<file path="src/rtl/mtt_pkg.sv">
// Shared types, character codes and decode functions of the map text tokenizer.
package mtt_pkg;

  // Token kinds on the result channel
  localparam logic [3:0] KIND_LBRACE = 4'd0;
  localparam logic [3:0] KIND_RBRACE = 4'd1;
  localparam logic [3:0] KIND_LPAREN = 4'd2;
  localparam logic [3:0] KIND_RPAREN = 4'd3;
  localparam logic [3:0] KIND_LBRACK = 4'd4;
  localparam logic [3:0] KIND_RBRACK = 4'd5;
  localparam logic [3:0] KIND_STRING = 4'd6;
  localparam logic [3:0] KIND_WORD   = 4'd7;
  localparam logic [3:0] KIND_END    = 4'd8;

  // Bracket code returned when a byte is not one of the six bracket characters
  localparam logic [2:0] BK_NONE = 3'd6;

  // Lexer modes
  localparam logic [2:0] MODE_IDLE    = 3'd0;
  localparam logic [2:0] MODE_SLASH   = 3'd1;
  localparam logic [2:0] MODE_COMMENT = 3'd2;
  localparam logic [2:0] MODE_STRING  = 3'd3;
  localparam logic [2:0] MODE_WORD    = 3'd4;

  // Character codes
  localparam logic [7:0] CH_LBRACE = 8'h7B;
  localparam logic [7:0] CH_RBRACE = 8'h7D;
  localparam logic [7:0] CH_LPAREN = 8'h28;
  localparam logic [7:0] CH_RPAREN = 8'h29;
  localparam logic [7:0] CH_LBRACK = 8'h5B;
  localparam logic [7:0] CH_RBRACK = 8'h5D;
  localparam logic [7:0] CH_SLASH  = 8'h2F;
  localparam logic [7:0] CH_QUOTE  = 8'h22;
  localparam logic [7:0] CH_SPACE  = 8'h20;
  localparam logic [7:0] CH_TAB    = 8'h09;
  localparam logic [7:0] CH_CR     = 8'h0D;
  localparam logic [7:0] CH_LF     = 8'h0A;

  typedef struct packed {
    logic [7:0] text_byte;
    logic       end_of_text;
  } mtt_in_t;

  typedef struct packed {
    logic [3:0] token_kind;
    logic       has_char;
    logic [7:0] char_out;
    logic       token_done;
    logic       last_of_run;
  } mtt_res_t;

  // All results caused by one input item, in emission order
  typedef struct packed {
    logic [1:0]         cnt;
    mtt_res_t [2:0]     res;
  } mtt_burst_t;

  function automatic logic is_space(input logic [7:0] c);
    return (c == CH_SPACE) || (c == CH_TAB) || (c == CH_CR) || (c == CH_LF);
  endfunction

  function automatic logic [2:0] bracket_kind(input logic [7:0] c);
    logic [2:0] bk;
    case (c)
      CH_LBRACE: bk = KIND_LBRACE[2:0];
      CH_RBRACE: bk = KIND_RBRACE[2:0];
      CH_LPAREN: bk = KIND_LPAREN[2:0];
      CH_RPAREN: bk = KIND_RPAREN[2:0];
      CH_LBRACK: bk = KIND_LBRACK[2:0];
      CH_RBRACK: bk = KIND_RBRACK[2:0];
      default:   bk = BK_NONE;
    endcase
    return bk;
  endfunction

  function automatic mtt_res_t mk_res(input logic [3:0] kind, input logic has_char,
                                      input logic [7:0] ch, input logic done);
    mtt_res_t r;
    r.token_kind  = kind;
    r.has_char    = has_char;
    r.char_out    = has_char ? ch : 8'd0;
    r.token_done  = done;
    r.last_of_run = 1'b0;
    return r;
  endfunction

endpackage

</file>
<file path="src/rtl/mtt_lex.sv">
// Lexer mode register and single-pass byte decode into a burst of up to three results.
module mtt_lex (
  input  logic               clk,
  input  logic               rst_n,
  input  logic               accept,
  input  mtt_pkg::mtt_in_t   in_item,
  output mtt_pkg::mtt_burst_t burst
);
  import mtt_pkg::*;

  logic [2:0] mode_r;
  logic [2:0] mode_nxt;

  always_comb begin
    logic [7:0]  c;
    logic [2:0]  bk;
    logic        sp;
    logic [1:0]  cnt;
    logic [1:0]  cnt_m1;
    mtt_res_t [2:0] res;
    c        = in_item.text_byte;
    bk       = bracket_kind(c);
    sp       = is_space(c);
    cnt      = 2'd0;
    res      = '0;
    mode_nxt = mode_r;
    if (in_item.end_of_text) begin
      unique case (mode_r)
        MODE_SLASH: begin
          res[0] = mk_res(KIND_WORD, 1'b1, CH_SLASH, 1'b0);
          res[1] = mk_res(KIND_WORD, 1'b0, 8'd0, 1'b1);
          res[2] = mk_res(KIND_END, 1'b0, 8'd0, 1'b1);
          cnt    = 2'd3;
        end
        MODE_STRING: begin
          res[0] = mk_res(KIND_STRING, 1'b0, 8'd0, 1'b1);
          res[1] = mk_res(KIND_END, 1'b0, 8'd0, 1'b1);
          cnt    = 2'd2;
        end
        MODE_WORD: begin
          res[0] = mk_res(KIND_WORD, 1'b0, 8'd0, 1'b1);
          res[1] = mk_res(KIND_END, 1'b0, 8'd0, 1'b1);
          cnt    = 2'd2;
        end
        default: begin
          res[0] = mk_res(KIND_END, 1'b0, 8'd0, 1'b1);
          cnt    = 2'd1;
        end
      endcase
      mode_nxt = MODE_IDLE;
    end else begin
      unique case (mode_r)
        MODE_SLASH: begin
          if (c == CH_SLASH) begin
            mode_nxt = MODE_COMMENT;
          end else begin
            // Lone slash opens a word; the held slash leads the burst
            res[0] = mk_res(KIND_WORD, 1'b1, CH_SLASH, 1'b0);
            if (sp) begin
              res[1]   = mk_res(KIND_WORD, 1'b0, 8'd0, 1'b1);
              cnt      = 2'd2;
              mode_nxt = MODE_IDLE;
            end else if (bk != BK_NONE) begin
              res[1]   = mk_res(KIND_WORD, 1'b0, 8'd0, 1'b1);
              res[2]   = mk_res({1'b0, bk}, 1'b0, 8'd0, 1'b1);
              cnt      = 2'd3;
              mode_nxt = MODE_IDLE;
            end else begin
              res[1]   = mk_res(KIND_WORD, 1'b1, c, 1'b0);
              cnt      = 2'd2;
              mode_nxt = MODE_WORD;
            end
          end
        end
        MODE_COMMENT: begin
          if (c == CH_LF) begin
            mode_nxt = MODE_IDLE;
          end
        end
        MODE_STRING: begin
          if (c == CH_QUOTE) begin
            res[0]   = mk_res(KIND_STRING, 1'b0, 8'd0, 1'b1);
            mode_nxt = MODE_IDLE;
          end else begin
            res[0] = mk_res(KIND_STRING, 1'b1, c, 1'b0);
          end
          cnt = 2'd1;
        end
        MODE_WORD: begin
          if (sp) begin
            res[0]   = mk_res(KIND_WORD, 1'b0, 8'd0, 1'b1);
            cnt      = 2'd1;
            mode_nxt = MODE_IDLE;
          end else if (bk != BK_NONE) begin
            res[0]   = mk_res(KIND_WORD, 1'b0, 8'd0, 1'b1);
            res[1]   = mk_res({1'b0, bk}, 1'b0, 8'd0, 1'b1);
            cnt      = 2'd2;
            mode_nxt = MODE_IDLE;
          end else begin
            res[0] = mk_res(KIND_WORD, 1'b1, c, 1'b0);
            cnt    = 2'd1;
          end
        end
        default: begin
          // Between tokens; unused codes act the same
          mode_nxt = MODE_IDLE;
          if (c == CH_SLASH) begin
            mode_nxt = MODE_SLASH;
          end else if (sp) begin
            mode_nxt = MODE_IDLE;
          end else if (bk != BK_NONE) begin
            res[0] = mk_res({1'b0, bk}, 1'b0, 8'd0, 1'b1);
            cnt    = 2'd1;
          end else if (c == CH_QUOTE) begin
            mode_nxt = MODE_STRING;
          end else begin
            res[0]   = mk_res(KIND_WORD, 1'b1, c, 1'b0);
            cnt      = 2'd1;
            mode_nxt = MODE_WORD;
          end
        end
      endcase
    end
    cnt_m1 = cnt - 2'd1;
    for (int i = 0; i < 3; i++) begin
      res[i].last_of_run = (cnt != 2'd0) && (cnt_m1 == 2'(i));
    end
    burst.cnt = cnt;
    burst.res = res;
  end

  always_ff @(posedge clk) begin
    if (!rst_n) begin
      mode_r <= MODE_IDLE;
    end else if (accept) begin
      mode_r <= mode_nxt;
    end
  end

`ifndef SYNTHESIS
  a_eot_to_idle: assert property (@(posedge clk) disable iff (!rst_n)
    accept && in_item.end_of_text |=> mode_r == MODE_IDLE)
    else $error("mode not idle after end of text");

  a_mode_legal: assert property (@(posedge clk) disable iff (!rst_n)
    mode_r == MODE_IDLE || mode_r == MODE_SLASH || mode_r == MODE_COMMENT ||
    mode_r == MODE_STRING || mode_r == MODE_WORD)
    else $error("unused mode code entered");

  a_lone_slash: assert property (@(posedge clk) disable iff (!rst_n)
    accept && mode_r == MODE_SLASH && !in_item.end_of_text &&
    in_item.text_byte != CH_SLASH |-> burst.cnt >= 2'd2 && burst.res[0].has_char)
    else $error("held slash not emitted");
`endif

endmodule

</file>
<file path="src/rtl/mtt_obuf.sv">
// Result buffer: holds one item's burst and presents it one result per transfer.
module mtt_obuf (
  input  logic                clk,
  input  logic                rst_n,
  input  logic                load,
  input  mtt_pkg::mtt_burst_t burst,
  output logic                can_load,
  output logic                out_valid,
  input  logic                out_ready,
  output mtt_pkg::mtt_res_t   out_data
);
  import mtt_pkg::*;

  mtt_res_t [2:0] slot_r;
  logic [1:0]     left_r;
  logic           pop;

  assign out_valid = (left_r != 2'd0);
  assign out_data  = slot_r[0];
  assign pop       = out_valid && out_ready;
  // Take a new burst when empty or once the last held result leaves in this cycle
  assign can_load  = (left_r == 2'd0) || ((left_r == 2'd1) && out_ready);

  always_ff @(posedge clk) begin
    if (!rst_n) begin
      left_r <= 2'd0;
    end else if (load) begin
      left_r <= burst.cnt;
    end else if (pop) begin
      left_r <= left_r - 2'd1;
    end
  end

  always_ff @(posedge clk) begin
    if (load) begin
      slot_r <= burst.res;
    end else if (pop) begin
      slot_r[0] <= slot_r[1];
      slot_r[1] <= slot_r[2];
    end
  end

`ifndef SYNTHESIS
  a_load_shows: assert property (@(posedge clk) disable iff (!rst_n)
    load && burst.cnt != 2'd0 |=> out_valid)
    else $error("loaded burst not presented");

  a_drain_empty: assert property (@(posedge clk) disable iff (!rst_n)
    pop && left_r == 2'd1 && !load |=> !out_valid)
    else $error("result repeated after drain");

  a_last_flag: assert property (@(posedge clk) disable iff (!rst_n)
    out_valid |-> out_data.last_of_run == (left_r == 2'd1))
    else $error("last_of_run misplaced");
`endif

endmodule

</file>
<file path="src/rtl/map_text_tokenizer.sv">
// Top level of the map text tokenizer: byte in, token results out.
// Latency: a byte's first result is valid the cycle after its transfer.
// Throughput: one byte per cycle while out_ready is high and each byte gives
//   at most one result; else the next byte waits for the last of up to three.
// Reset (rst_n low, synchronous): lexer returns to idle, result buffer empties.
module map_text_tokenizer (
  input  logic              clk,
  input  logic              rst_n,
  input  logic              in_valid,
  output logic              in_ready,
  input  mtt_pkg::mtt_in_t  in_data,
  output logic              out_valid,
  input  logic              out_ready,
  output mtt_pkg::mtt_res_t out_data
);
  import mtt_pkg::*;

  mtt_burst_t burst;
  logic       in_xfer;

  // A byte transfers whenever the buffer can take its whole burst; bytes
  // that give no result (whitespace, comment text, opening quote) still
  // advance the lexer mode and load an empty burst, leaving the buffer empty.
  assign in_xfer = in_valid && in_ready;

  // Decode the byte against the current mode and advance the mode
  mtt_lex u_lex (
    .clk     (clk),
    .rst_n   (rst_n),
    .accept  (in_xfer),
    .in_item (in_data),
    .burst   (burst)
  );

  // Hold the burst and hand out one result per transfer
  mtt_obuf u_obuf (
    .clk       (clk),
    .rst_n     (rst_n),
    .load      (in_xfer),
    .burst     (burst),
    .can_load  (in_ready),
    .out_valid (out_valid),
    .out_ready (out_ready),
    .out_data  (out_data)
  );

endmodule
</file>
<file path="config.mk">
export PLATFORM = sky130hd
export DESIGN_NAME = map_text_tokenizer
export DESIGN_NICKNAME = d
export VERILOG_FILES = /design/src/rtl/mtt_pkg.sv /design/src/rtl/mtt_lex.sv /design/src/rtl/mtt_obuf.sv /design/src/rtl/map_text_tokenizer.sv
export SDC_FILE = /design/constraint.sdc
export NUM_CORES = 1
export LEC_CHECK = 0
export ABC_AREA = 1
export BUFFER_PORTS_ARGS = -buffer_cell sky130_fd_sc_hd__buf_2
export CAP_MARGIN = 25
export CORE_MARGIN = 1.5
export CORE_UTILIZATION = 50
export DETAILED_ROUTE_END_ITERATION = 6
export PLACE_DENSITY = 0.67
export SETUP_SLACK_MARGIN = 0.05
export SLEW_MARGIN = 20
export SYNTH_ARGS = -nofsm -noshare
export SYNTH_HDL_FRONTEND = slang
export SYNTH_SLANG_ARGS = --single-unit
</file>
<file path="constraint.sdc">
create_clock -name clk -period 2.5 [get_ports clk]
set_input_delay 0.125 -clock clk [delete_from_list [all_inputs] [get_ports clk]]
set_output_delay 0.125 -clock clk [all_outputs]
set_load 0.02 [all_outputs]
</file>
==> results of run 1 <==
[worst max path at each step]
stage                     cells after the start                   to  slack [ns]
final                                         8    u_obuf.slot_r[17]        0.43
after global routing                         11   u_obuf.out_data[9]        0.18
after CTS                                     8    u_obuf.slot_r[17]        0.43
after detailed placement                      8    u_obuf.slot_r[17]        0.45
after global placement                        8    u_obuf.slot_r[19]        0.49
after floorplan                              10  u_obuf.out_data[10]        0.31
[flip-flops by register name, summed over array words and instances, names as in the netlist]
signal / cells
u_obuf.out_data: 15
u_obuf.slot_r: 21
u_lex.mode_r: 3
u_obuf.left_r: 2
[power by group]
| group | leakage, nW | internal [mW] | switching (mW) |
|---|---|---|---|
| Combinational | 0.799 | 0.495 | 1.10 |
| Clock | 0.0439 | 0.193 | 0.231 |
| Sequential | 0.400 | 1.19 | 0.0846 |
[kinds of logic after synthesis]
| logic type | after synthesis | synth area share [%] |
|---|---|---|
| compound gates | 54 | 11.8 |
| flops | 41 | 47.4 |
| buf+inv | 61 | 11.9 |
| simple gates | 149 | 28.0 |
| fa+ha+maj | 2 | 1.00 |
[per-layer routing]
layer | wire, um | share of wire (%) | vias up | GRT usage [%]
met4 | 99 | 1.9 | 0 | 7.61
met2 | 2330 | 44 | 52 | 32.0
met3 | 255 | 4.8 | 8 | 3.43
met1 | 2640 | 50 | 917 | 33.5
li1 | - | - | 1050 | -
met5 | 0 | 0 | - | 0
[cells in the mapped netlist (2+ instances only)]
cell type   n  share of area [%]
nand2_1    63                9.5
nor2_1     38                5.7
nand3_1    19                3.8
inv_2      14                2.1
o21ai_1     7                1.4
nor3_1      4               0.80
buf_4      15                4.5
clkbuf_1    2               0.30
nand2_2     9                2.3
a21oi_1    21                4.2
buf_2       2               0.40
nand3_2     4                1.6
nor4_1      2               0.50
nand4_1     3               0.75
a31oi_1     2               0.50
inv_1      26                3.9
dfxtp_1     5                4.0
o22ai_1     2               0.50
o21ai_0    16                3.2
edfxtp_1   36                 43
nor2_2      2               0.50
nor2_4      4                1.8
ha_1        2                1.0
[layout make-up]
| type | instances | area share, % |
|---|---|---|
| Tap cell | 67 | 3.10 |
| Clock inverter | 3 | 0.649 |
| Multi-Input combinational cell | 205 | 37.6 |
| Inverter | 41 | 5.70 |
| Sequential cell | 41 | 43.7 |
| Timing Repair Buffer | 32 | 6.67 |
| Clock buffer | 5 | 2.55 |
[worst min-delay path, delay by kind of cell]
kind | cells | cell delay, ns
buf+inv | 1 | 0.12
simple gates | 2 | 0.09
==> results.md, run 1 <==
Place:
- Input and output buffers added on the ports amount to 29.
- The area of placed instances is ~2600 um2.
- Detailed placement finished with a half-perimeter wire length of between 4 and 5 mm.
- The final weighted congestion in routability-driven placement is around 0.94.
- Once placement completed, the tool counted placed cells totaling between 300 and 400.
- Timing analysis after detailed placement gives a worst setup slack of roughly 0.45 ns.

Setup path:
- The type of origin of the critical path is a register.
- The family of cells with the greatest summed delay on the critical path is simple AND/OR/NAND/NOR gates.
- The endpoint class of the critical path is a register.
- At the worst endpoint, the required time is 2.55 ns.
- The critical path starts at u_obuf.left_r[0].
- The worst setup path is of the register to register kind.
- The number of buffers and inverters on the critical path is 3.
- The worst register-to-register path begins at u_obuf.left_r[0].
- The critical path goes through inv_1 -> ha_1 -> inv_1 -> nand2_1 -> nand2_1 -> clkinv_1 -> nand2_1 -> nor2_1.
- In this run the critical register-to-register path is captured at u_obuf.slot_r[17].
- In this run the worst path has a maximum fanout of 20.
- The data arrival time of the critical path is between 2 and 2.5 ns.
- The critical path's slowest cell is clkinv_1.
- The critical path's most frequent cell is nand2_1.
- The delay of the slowest cell on the worst path is roughly 0.46 ns.
- The number of cells on the worst reg-to-reg path is 8.
- The worst register-to-register path has a setup slack of approximately 0.43 ns.

CTS:
- The number of gates resized after CTS was 0.
- Once the clock tree was built, the setup fixing pass inserted 0 buffers.
- The H-tree level count is 2.
- The TritonCTS clock tree is built.
- The clock drives 41 sinks.
- The clock root buffer is clkbuf_8.
- Counting the buffers created by CTS gives 5.
- Clock-pin slew was measured on the worst setup and hold paths at ~0.080 ns.
- The maximum buffer depth of the clock tree is 2.
- The number of hold buffers added after CTS was 0.
- For the worst-skew pair, the clock arrives at the later sink with an insertion delay of ~0.30 ns.

Route:
- The initial detailed-routing violation count is between 100 and 150.
- The count of nets left with antenna violations once routing finished came out at 0.
- After detailed routing, the number of vias per cell comes to roughly 5.1.
- After detailed routing, the total wire length is ~5.3 mm.
- In the routed design, unresolved DRC markers number 0.
- The iteration count of the initial detailed-routing pass is 4.
- The wire length per cell after detailed routing is roughly 14 um.
- The detailed router placed between 2,000 and 2,500 vias in this run.

Floorplan:
- The number of rows created at floorplan is 25.
- Measured along the y axis, the die boundary spans 73.6 um.
- The top-level port count is 30.
- The horizontal extent of the die is between 70 and 80 um.
- The core region is 4750 um2.
- The floorplan step defined a die boundary enclosing 5410 um2.
- The starting density of the core is approximately 52%.

Run:
- The number of maximum-capacitance constraint violations is 0.

Yosys:
- The number of warnings reported in the yosys synthesis log is 0.
- The synthesized net count is between 300 and 400.
- The mapped cell area is between 2000 and 2500 um2.
- The top flip-flop cell by instance count after synthesis is edfxtp_1.
- After synthesis, the share of flip-flops with an asynchronous set or reset is 0%.
- The synthesized design contains 36 enable-type register cells.
- The number of instances in the synthesized netlist is 307.
- After synthesis, flip-flops and latches occupy 47.4% of the total area.
- Synthesis instantiated 32 different standard cells from the library.
- The average instance area after synthesis is around 8.1 um2.
- The flip-flop and latch count after synthesis is between 40 and 50.

STA:
- The final sum of negative setup slack is 0 ns.
- At the pin with the least slew margin, the transition time is between 0.5 and 0.6 ns.
- Setup slack closes at 0.426 ns.
- Setup violations remaining at the end of the flow were counted as 0.
- The number of hold violations in the final report is 0.
- Timing would allow up to approximately 480 MHz.
- Headroom to the max-slew limit came out at approximately three fifths.
- The max-slew violation total from the final report is 0.
- The final hold slack is just under 0.09 ns.
- The final cycle utilization of the critical path is roughly 83%.
- On the final layout, the worst clock skew is ~0.0021 ns.
- The shortest period the worst path allows is 2.07 ns.
- Setup repair after global routing left no endpoint under its margin.

Global routing:
- The total global routing track utilization is about 22%.
- The number of global-route vias before repair is about 1,900.
- The leftover overflow at the end of global routing is 0.
- The first global-routing pass estimated around 9.1 mm of wire.
- The initial antenna violation count is 0.
- Entering global routing, the biggest net connects 25 pins.

Cells and area:
- The finished layout holds 394 standard cells, fillers aside.
- The most frequent standard cell in the layout excluding fill and tap cells is nand2_1.
- The combined flip-flop and latch cell area is around 1200 um2.
- In the final design database the tool counted around 340 nets.
- In the layout the commonest cells are nand2_1 (63), nor2_1 (38), edfxtp_1 (36).
- The area growth from synthesis to layout is 8.39%.
- In the final layout, the share of cells above drive strength 1 is between 20% and 30%.
- The layout has 480 filler cells.
- The post-layout utilization of the core is between 50% and 60%.
- The post-layout instance area is 2700 um2.
- The area used by multi-input combinational logic is just over 1000 um2.
- The repair_antennas step left the layout with diodes totalling 0.

Hold path:
- The worst hold path was traced through 3 stages.
- The min-delay analysis places its worst path in the category primary input to register.
- In this run the most critical hold path is launched from rst_n.
- The worst min-delay path endpoint is u_lex.mode_r[0].

Power and ir drop:
- The leakage power of the design is 1.24 nW.
- In this run the power density over the cells is around 1200 nW/um2.
- IR analysis of the VDD net gives a maximum drop of between 0.0005 and 0.0006 V.
- The overall power is approximately 3.3 mW.

Run status:
- The flow ran to the end, and the final reports show no timing, DRC or antenna violations.
No activity file was read; power rests on OpenSTA's default activity.
==> inputs of run 2 (changes only) <==
==> constraint.sdc (replaced) <==
create_clock -name clk -period 2.1 [get_ports clk]
set_input_delay 0.105 -clock clk [delete_from_list [all_inputs] [get_ports clk]]
set_output_delay 0.105 -clock clk [all_outputs]
set_load 0.02 [all_outputs]
==> run 2 against run 1 <==
Maximum frequency rose by 11%; global-route usage decreased by 0.32 points; routed wire length rose by 1.3%; count of clock-buffer cells in the layout stayed put; design area rose by 1.2%; critical path type unchanged; largest power group unchanged.
==> results.md, run 2 (synthesis gave the netlist of run 1 again) <==
Run status:
- Outcome: complete, no violations (unchanged).

Cells and area:
- The number of filler instances in the final layout is 472 (was 480).
- The number of flip-flops in the largest register came to 21 (unchanged).
- Commonest cells after routing, fill and taps aside: nand2_1 (62), nor2_1 (37), edfxtp_1 (36) (was nand2_1 (63), nor2_1 (38), edfxtp_1 (36)).
- The top register by number of flip-flops is u_obuf.slot_r (unchanged).
- The share of cells above drive strength 1 is 23.4% (was 22.6%).
- The antenna diode instance count came to 0 (unchanged).
- The final standard cell count with taps included and fillers excluded is 396 (was 394).
- The most frequent standard cell in the layout excluding fill and tap cells is nand2_1 (unchanged).
- The area growth from synthesis to layout is 9.64% (was 8.39%).
- The number of nets in the final layout was 343 (was 341).
- The post-layout utilization of the core is 57.4% (was 56.8%).

Floorplan:
- The top-level port count is 30 (unchanged).
- The die outline area is 5410 um2 (unchanged).
- The vertical die dimension is 73.6 um (unchanged).
- The number of rows created at floorplan was 25 (unchanged).
- The starting density of the core was 52.4% (unchanged).
- The horizontal extent of the die was 73.6 um (unchanged).
- The placeable core area is 4750 um2 (unchanged).

STA:
- The maximum clock skew at final layout is 0.0144 ns (was 0.00209 ns).
- The maximum frequency from static timing analysis was 536 MHz (was 482 MHz).
- The final cycle utilization of the critical path is 88.8% (was 83.0%).
- The max-slew violation total from the final report is 0 (unchanged).
- The post-route worst setup slack came to 0.236 ns (was 0.426 ns).
- The number of endpoints failing setup at the final stage is 0 (unchanged).
- The final sum of negative setup slack is 0 ns (unchanged).
- The shortest period the worst path allows is 1.86 ns (was 2.07 ns).
- The remaining max-slew budget at the tightest pin is 72.7% (was 61.8%).
- The transition time of the tightest slew-check pin came to 0.408 ns (was 0.570 ns).
- RSZ-0062 raised after global routing: no (unchanged).
- The final hold slack is 0.0559 ns (was 0.0867 ns).
- The number of hold violations in the final report is 0 (unchanged).

Power and ir drop:
- The fraction of power consumed by the clock network is 16.0% (was 12.9%).
- The power share of the combinational group is 46.7% (was 48.5%).
- The leakage power of the design is 1.26 nW (was 1.24 nW).
- The worst voltage drop across the vdd grid is 0.000589 V (was 0.000544 V).
- The switching component of the power is 1.70 mW (was 1.41 mW).
- The power per unit of standard cell area is 1480 nW/um2 (was 1220 nW/um2).
- The share of total power in sequential cells is 37.3% (was 38.6%).
- The internal portion of total power is 2.35 mW (was 1.87 mW).
- The switching share of power was 42.0% (was 43.0%).

Route:
- The total number of vias is 2,047 (was 2,027).
- The total wire length was 5.39 mm (was 5.32 mm).
- The wire length per cell after detailed routing was 13.6 um (was 13.5 um).
- The iteration count of the initial detailed-routing pass is 4 (unchanged).
- The via density per instance came to 5.17 (was 5.14).
- The post-route antenna net violation count is 0 (unchanged).
- The number of remaining DRC errors was 0 (unchanged).
- The initial detailed-routing violation count came to 218 (was 145).

CTS:
- The number of buffers created by CTS is 5 (unchanged).
- The worst-skew pair later-pin latency is 0.31 ns (was 0.30 ns).
- The TritonCTS clock tree is built (unchanged).
- The number of clock sinks seen by CTS is 41 (unchanged).
- The clock root buffer is clkbuf_8 (unchanged).
- The clock-pin transition on the worst setup and hold timing paths is 0.09 ns (was 0.08 ns).
- The hold-fix buffer count after cts is 0 (unchanged).
- The H-tree level count came to 2 (unchanged).
- The maximum buffer depth of the clock tree is 2 (unchanged).

Global routing:
- The largest net degree at the start of global routing was 25 (unchanged).
- The leftover overflow at the end of global routing came to 0 (unchanged).
- The global-route wire length before repair was 8.81 mm (was 9.05 mm).
- The total global routing track utilization was 21.8% (was 22.1%).
- The initial antenna violation count is 0 (unchanged).
- The number of global-route vias before repair is 1,821 (was 1,872).

Place:
- The worst slack at placement was 0.191 ns (was 0.446 ns).
- The number of port buffers is 29 (unchanged).
- The final weighted congestion in routability-driven placement is 0.923 (was 0.935).
- The cell count after placement is 388 (was 386).
- The post-detailed-placement half-perimeter wirelength is 4.05 mm (about the same).

Setup path:
- The kind of critical path is register to register (unchanged).
- The critical path's most frequent cell was inv_2 (was nand2_1).
- The critical path data required time is 2.25 ns (was 2.55 ns).
- The data arrival time of the critical path was 2.01 ns (was 2.12 ns).
- CP cell instances: inv_2 -> nand3_2 -> nand2_2 -> inv_2 -> nand2_2 -> nor2_4 -> inv_2 -> nor2_4 -> inv_2 -> nor3_1 -> nor2_1 -> a21oi_1 (was inv_1 -> ha_1 -> inv_1 -> nand2_1 -> nand2_1 -> clkinv_1 -> nand2_1 -> nor2_1).
- The critical path's slowest cell was dfxtp_1 (was clkinv_1).
- The biggest fanout along the worst timing path was 9 (was 20).
- The endpoint class of the critical path is a register (unchanged).
- The type of origin of the critical path is a register (unchanged).
- The delay of the slowest cell on the worst path is 0.39 ns (was 0.46 ns).

Run:
- The number of maximum-capacitance constraint violations came to 0 (unchanged).

Hold path:
- The class of the tightest hold or removal check is primary input to register (unchanged).
-- run 2: changes by cell type in the layout (fill, tap and decap cells not counted), sizes merged --
cell    change
buf         +2
bufinv      +1
clkinv      -1
-- run 2: worst paths after layout --
path | slack [ns] | start | end | cells after the start
setup reg to reg | 0.24 | u_lex.mode_r[0] | u_obuf.out_data[7] | 12
hold reg to reg | 0.54 | u_obuf.slot_r[19] | u_obuf.out_data[4] | 2
hold / removal | 0.06 | rst_n | u_lex.mode_r[0] | 3
setup / recovery | 0.24 | u_lex.mode_r[0] | u_obuf.out_data[7] | 12
-- run 2: repair_timing --
action,CTS,global route
setup buffers,0,0
gates resized for setup,0,1
endpoints found under the setup margin,0,3
-- run 2: area by class of cell --
cell class | count | area [um2] | share of cell area [%]
clock buffer | 5 | 68.8 | 2.52
clock inverter | 3 | 41.3 | 1.51
inverter | 41 | 154 | 5.63
multi-input combinational | 205 | 1020 | 37.3
sequential | 41 | 1180 | 43.2
tap | 67 | 83.8 | 3.07
timing repair buffer | 34 | 183 | 6.69
-- run 2: through the flow --
stage	total power [mW]	instance area [um2]
detailed placement	3.42	2620
global route	4.36	2730
global placement	3.40	2620
CTS	4.06	2730
finish	4.05	2730
floorplan	3.08	2500
-- run 2: worst max-delay path: cells and delay by family, from the launching register on --
| kind | cells | cell delay [ns] |
|---|---|---|
| buffers and inverters | 4 | 0.29 |
| AO/OA/AOI/OAI | 1 | 0.15 |
| flip-flops | 1 | 0.39 |
| AND/OR/NAND/NOR | 7 | 0.88 |
-- run 2: per-layer routing --
| layer | up-vias | global-route usage, % | wire length, um |
|---|---|---|---|
| met5 | - | 0 | 0 |
| met2 | 53 | 31.9 | 2430 |
| met4 | 0 | 6.79 | 82 |
| li1 | 1050 | - | - |
| met3 | 9 | 4.12 | 229 |
| met1 | 935 | 32.5 | 2650 |
-- run 2: power by group through the flow --
| stage | sequential (mW) | combinational [mW] | clock [mW] |
|---|---|---|---|
| floorplan | 1.52 | 1.56 | 0 |
| global placement | 1.52 | 1.88 | 0 |
| detailed placement | 1.53 | 1.89 | 0 |
| CTS | 1.51 | 1.90 | 0.648 |
| global route | 1.55 | 2.12 | 0.689 |
| finish | 1.51 | 1.89 | 0.650 |
